## src/rtl/fpb_pkg.sv

```systemverilog
// Shared constants for the binary64 power-by-squaring block.
package fpb_pkg;
    localparam int EXP_WIDTH = 31;
    localparam int IDX_W     = $clog2(EXP_WIDTH);

    localparam logic [63:0] FP_ONE     = 64'h3FF0_0000_0000_0000;
    localparam logic [63:0] FP_DEF_NAN = 64'hFFF8_0000_0000_0000;

    typedef logic [63:0]          fp64_t;
    typedef logic [IDX_W-1:0]     idx_t;
    typedef logic [EXP_WIDTH-1:0] expo_t;
endpackage

```

## src/rtl/fpb_fmul.sv

```systemverilog
// Multi-cycle binary64 multiplier, round to nearest even.
module fpb_fmul (
    input  logic          clk,
    input  logic          rst_n,
    input  logic          start,
    input  fpb_pkg::fp64_t a,
    input  fpb_pkg::fp64_t b,
    output logic          done,
    output fpb_pkg::fp64_t res
);
    import fpb_pkg::*;

    localparam logic [2:0] M_IDLE = 3'd0;
    localparam logic [2:0] M_PP   = 3'd1;
    localparam logic [2:0] M_NORM = 3'd2;
    localparam logic [2:0] M_DEN  = 3'd3;
    localparam logic [2:0] M_RND  = 3'd4;

    logic [2:0]   state_reg, state_next;
    logic         done_reg, done_next;
    fp64_t        res_reg, res_next;
    logic         sign_reg, sign_next;
    logic [52:0]  ma_reg, ma_next, mb_reg, mb_next;
    logic signed [13:0] r_reg, r_next;
    logic [105:0] acc_reg, acc_next;
    logic [53:0]  pp_reg, pp_next;
    logic [2:0]   k_reg, k_next;
    logic [1:0]   ksh_reg, ksh_next;

    // operand decode
    logic [10:0] ea, eb;
    logic [51:0] fa, fb;
    logic nan_a, nan_b, inf_a, inf_b, zero_a, zero_b;
    logic [26:0] opa, opb;
    logic [105:0] pp_ext;
    logic [13:0]  amt_full;
    logic [6:0]   amt;
    logic [211:0] dshift;
    logic [52:0]  mant;
    logic         grd, stk, up;
    logic [53:0]  mrnd;
    logic signed [13:0] rfin;
    logic [10:0]  efield;
    logic [51:0]  frac;

    always_comb
    begin
        ea = a[62:52];
        eb = b[62:52];
        fa = a[51:0];
        fb = b[51:0];
        nan_a  = (ea == 11'h7FF) && (fa != 52'd0);
        nan_b  = (eb == 11'h7FF) && (fb != 52'd0);
        inf_a  = (ea == 11'h7FF) && (fa == 52'd0);
        inf_b  = (eb == 11'h7FF) && (fb == 52'd0);
        zero_a = (ea == 11'd0) && (fa == 52'd0);
        zero_b = (eb == 11'd0) && (fb == 52'd0);

        opa = k_reg[0] ? {1'b0, ma_reg[52:27]} : ma_reg[26:0];
        opb = k_reg[1] ? {1'b0, mb_reg[52:27]} : mb_reg[26:0];

        case (ksh_reg)
            2'd0:    pp_ext = {52'd0, pp_reg};
            2'd3:    pp_ext = {52'd0, pp_reg} << 54;
            default: pp_ext = {52'd0, pp_reg} << 27;
        endcase

        // right shift into the subnormal range, lost bits fold into sticky
        amt_full = 14'sd1 - r_reg;
        amt      = (amt_full > 14'sd127) ? 7'd127 : amt_full[6:0];
        dshift   = {acc_reg, 106'd0} >> amt;

        mant = acc_reg[105:53];
        grd  = acc_reg[52];
        stk  = |acc_reg[51:0];
        up   = grd & (stk | mant[0]);
        mrnd = {1'b0, mant} + {53'd0, up};
        if (mrnd[53])
        begin
            rfin = r_reg + 14'sd1;
            frac = 52'd0;
        end
        else
        begin
            rfin = r_reg;
            frac = mrnd[51:0];
        end
        efield = (mrnd[53] || mrnd[52]) ? rfin[10:0] : 11'd0;
    end

    always_comb
    begin
        state_next = state_reg;
        done_next  = 1'b0;
        res_next   = res_reg;
        sign_next  = sign_reg;
        ma_next    = ma_reg;
        mb_next    = mb_reg;
        r_next     = r_reg;
        acc_next   = acc_reg;
        pp_next    = pp_reg;
        k_next     = k_reg;
        ksh_next   = ksh_reg;
        case (state_reg)
            M_IDLE:
            begin
                if (start)
                begin
                    if (nan_a)
                    begin
                        res_next  = a | 64'h0008_0000_0000_0000;
                        done_next = 1'b1;
                    end
                    else if (nan_b)
                    begin
                        res_next  = b | 64'h0008_0000_0000_0000;
                        done_next = 1'b1;
                    end
                    else if (inf_a || inf_b)
                    begin
                        res_next  = (zero_a || zero_b) ? FP_DEF_NAN
                                  : {a[63] ^ b[63], 11'h7FF, 52'd0};
                        done_next = 1'b1;
                    end
                    else if (zero_a || zero_b)
                    begin
                        res_next  = {a[63] ^ b[63], 63'd0};
                        done_next = 1'b1;
                    end
                    else
                    begin
                        sign_next  = a[63] ^ b[63];
                        ma_next    = {ea != 11'd0, fa};
                        mb_next    = {eb != 11'd0, fb};
                        r_next     = $signed({3'b0, (ea == 11'd0) ? 11'd1 : ea})
                                   + $signed({3'b0, (eb == 11'd0) ? 11'd1 : eb})
                                   - 14'sd1022;
                        acc_next   = 106'd0;
                        k_next     = 3'd0;
                        state_next = M_PP;
                    end
                end
            end
            M_PP:
            begin
                // one 27x27 partial product per cycle, added the cycle after
                if (k_reg != 3'd4)
                begin
                    pp_next  = opa * opb;
                    ksh_next = k_reg[1:0];
                end
                if (k_reg != 3'd0)
                    acc_next = acc_reg + pp_ext;
                k_next = k_reg + 3'd1;
                if (k_reg == 3'd4)
                    state_next = M_NORM;
            end
            M_NORM:
            begin
                if (!acc_reg[105] && (r_reg > 14'sd1))
                begin
                    acc_next = acc_reg << 1;
                    r_next   = r_reg - 14'sd1;
                end
                else
                    state_next = M_DEN;
            end
            M_DEN:
            begin
                if (r_reg < 14'sd1)
                begin
                    acc_next = dshift[211:106] | {105'd0, |dshift[105:0]};
                    r_next   = 14'sd1;
                end
                state_next = M_RND;
            end
            M_RND:
            begin
                if (rfin >= 14'sd2047)
                    res_next = {sign_reg, 11'h7FF, 52'd0};
                else
                    res_next = {sign_reg, efield, frac};
                done_next  = 1'b1;
                state_next = M_IDLE;
            end
            default: state_next = M_IDLE;
        endcase
    end

    always_ff @(posedge clk or negedge rst_n)
    begin
        if (!rst_n)
        begin
            state_reg <= M_IDLE;
            done_reg  <= 1'b0;
            k_reg     <= 3'd0;
        end
        else
        begin
            state_reg <= state_next;
            done_reg  <= done_next;
            k_reg     <= k_next;
        end
    end

    always_ff @(posedge clk)
    begin
        res_reg  <= res_next;
        sign_reg <= sign_next;
        ma_reg   <= ma_next;
        mb_reg   <= mb_next;
        r_reg    <= r_next;
        acc_reg  <= acc_next;
        pp_reg   <= pp_next;
        ksh_reg  <= ksh_next;
    end

    assign done = done_reg;
    assign res  = res_reg;
endmodule

```

## config.mk

```make
export PLATFORM = sky130hd
export DESIGN_NAME = fpb_fmul
export DESIGN_NICKNAME = d
export VERILOG_FILES = /design/src/rtl/fpb_pkg.sv /design/src/rtl/fpb_fmul.sv
export SDC_FILE = /design/constraint.sdc
export NUM_CORES = 2
export LEC_CHECK = 0
export ABC_AREA = 1
export BUFFER_PORTS_ARGS = -buffer_cell sky130_fd_sc_hd__buf_2
export CAP_MARGIN = 10
export CORE_ASPECT_RATIO = 0.7
export CORE_MARGIN = 5
export CORE_UTILIZATION = 45
export DETAILED_ROUTE_END_ITERATION = 8
export SLEW_MARGIN = 25
export SYNTH_ARGS = -nofsm -noshare
export SYNTH_HDL_FRONTEND = slang
export SYNTH_SLANG_ARGS = --single-unit
export TNS_END_PERCENT = 30
```

## constraint.sdc

```tcl
create_clock -name clk -period 20.7 [get_ports clk]
set_clock_uncertainty 0.2 [all_clocks]
set_input_delay 2.07 -clock clk [delete_from_list [all_inputs] [get_ports clk]]
set_output_delay 2.07 -clock clk [all_outputs]
set_load 0.05 [all_outputs]
```

==> metrics.cfg <==
[timing]
grt_setup_unrepaired=false
hold_viol_final=0
setup_violations=0
slew_headroom_pct=15.71
fin_setup_tns_ps=0
fin_crit_ps=10040
max_freq_ghz=0.09963
post-route-period-util_pct=48.49
maxSlewViolCount=0
tightest_slew_ps=1256

[floorplan]
die_x_um=441.7
rows=110
dieArea_um2=137900
die_y_um=312.2
core_um2=129100
io_pins=196
initial_utilization_pct=45.48

[synth]
ys_warn_count=0
ys_top_cells_by_count=nand2_1, inv_1, nand3_1, nor2_1, fa_1
synth_area_um2=58710
synth_enable_flop_cells=347
synth_top_area_share_pct=21.35
avgSynthCellArea_um2=7.075
synth_top_area_cell=fa_1
synthArstFlopShare_pct=1.977
synth_cell_types=62
synth_most_common_cell=nand2_1
synth_nets=9384
synth_area_leaders=fa_1, edfxtp_1, nand2_1
synth-seq-cells=354
syn_inst=8298
ys_seq_area_share_pct=18.05
synthFlopType=edfxtp_1

[placement]
dp_cells=9971
numPortBuffers=195
place.gp.congestion=1.097
dpl.hpwl_um=256300

[setup_path]
ff2ff_path_depth=32
reg2reg_slack_ps=10660
crit_type=flip-flop to flip-flop
timing.rr.end=pp_reg[53]
cp-end-kind=flip-flop
cp-start-kind=flip-flop
path_max_fanout=28
r2r_start=k_reg[0]
worstPathArrival_ps=10160
critPathMaxStageDelay_ps=1140
crit_top_cell=inv_1
cp.required_ps=20820
cp_slowest_cell=clkinv_1

[clock_network]
clk_pin_slew_ps=60
cts_max_level=2
ctsResizeCount=0
worstSkewPairLatency_ps=620
ctsRootBufferMaster=clkbuf_16
hold_buffers=0
cts_buffers=39
cts_tree=done
cts_setup_buffers=0
clock_sinks=354
clockBufferDepth=3

[drt]
first_iter_violations=10230
ant_nets=0
wirelength_um=310000
first_pass_iters=7
wl_per_cell_um=30.79
drc_errors=0
vias_per_cell=6.218
vias=62590

[hold_path]
hp-class=flip-flop to flip-flop
hold_path_end=res[63]
whs_path_depth=2
worstHoldStart=sign_reg

[grt]
grt_overflow=0
grt_max_degree=115
grt_util_all_layers_pct=43.55
grt_pass1_wl_um=433100
antenna_found_initial=26
grt_pass1_vias=57560

[cells_and_area]
fin_cells=10070
syn_to_final_growth_pct=6.867
seq_area_um2=10600
fin_nets=9362
drive_above_1_share_pct=6.888
multi_input_area_um2=41170
largest_register_ffs=106
n_fill_cell=13470

[run]
max_cap_violations=0

[outcome]
status=completed

[routing by layer]
| metal | wire length [um] | part of all wire (%) | GRT usage [%] | vias up |
|---|---|---|---|---|
| met4 | 7617 | 2.5 | 8.526 | 32 |
| met3 | 60660 | 20 | 26.69 | 460 |
| met5 | 1390 | 0.45 | 4.762 | - |
| li1 | - | - | - | 26780 |
| met2 | 104700 | 34 | 51.02 | 4896 |
| met1 | 135600 | 44 | 65.38 | 30430 |
[cell usage in the layout, fill, tap and decap left out, drive strengths merged, types with 86 or more instances in the layout]
| cell type | instances |
|---|---|
| nand2 | 1890 |
| inv | 1440 |
| nand3 | 901 |
| nor2 | 791 |
| fa | 626 |
| a21oi | 386 |
| edfxtp | 347 |
| ha | 329 |
| buf | 326 |
| o21ai | 250 |
| nand4 | 146 |
| o22ai | 105 |
| or2 | 101 |
| xor2 | 88 |
| a31oi | 87 |
| nor3 | 86 |
[cell families after synthesis]
kind of cell | after synthesis | share of synthesized area [%]
xor gates and xnor gates | 115 | 1.716
adders and majority gates | 955 | 28.36
AOI/OAI and AO/OA | 1045 | 10.47
and+or+nand+nor | 3983 | 29.20
DFF | 354 | 18.05
buffers and inverters | 1846 | 12.21
[through the flow]
| step | hold slack, ps | area [um^2] | setup WS, ps | util, % |
|---|---|---|---|---|
| finish | 345.6 | 62740 | 10660 | 48.60 |
| CTS | 346.1 | 62660 | 10980 | 48.54 |
| global route | 363.9 | 62690 | 10380 | 48.56 |
| global placement | 316.3 | 61340 | 10890 | 47.52 |
| detailed placement | 329.4 | 61370 | 11000 | 47.54 |
| floorplan | 248.7 | 58710 | 8216 | - |
[area by class of cell]
class | instances | area share [%]
antenna | 27 | 0.1077
inverter | 1457 | 8.731
tap | 1736 | 3.462
multi-input combinational | 6098 | 65.62
clock inverter | 24 | 0.4467
sequential | 354 | 16.89
clock buffer | 45 | 1.607
timing repair buffer | 326 | 3.143
[worst max-delay path by stage]
stage          slack (ps)          to  depth (start not counted)     start
2_1_floorplan        8220  acc_reg[0]                         10     a[40]
3_3_place_gp        10890  pp_reg[53]                         32  k_reg[0]
3_5_place_dp        11000  pp_reg[53]                         32  k_reg[0]
4_1_cts             10980  pp_reg[53]                         32  k_reg[0]
5_1_grt             10380  pp_reg[52]                         30  k_reg[0]
6_report            10660  pp_reg[53]                         32  k_reg[0]
[worst max-delay path, delay by kind of cell (launching register included)]
kind,cells,cell delay (ps)
AOI/OAI and AO/OA,7,2180
xor gates and xnor gates,1,150
adders and majority gates,8,3730
buffers and inverters,10,1980
DFF,1,340
and+or+nand+nor,6,1150
Power is not shown: default switching activity piles up to over one toggle a cycle in this logic, so the estimate is an artifact.
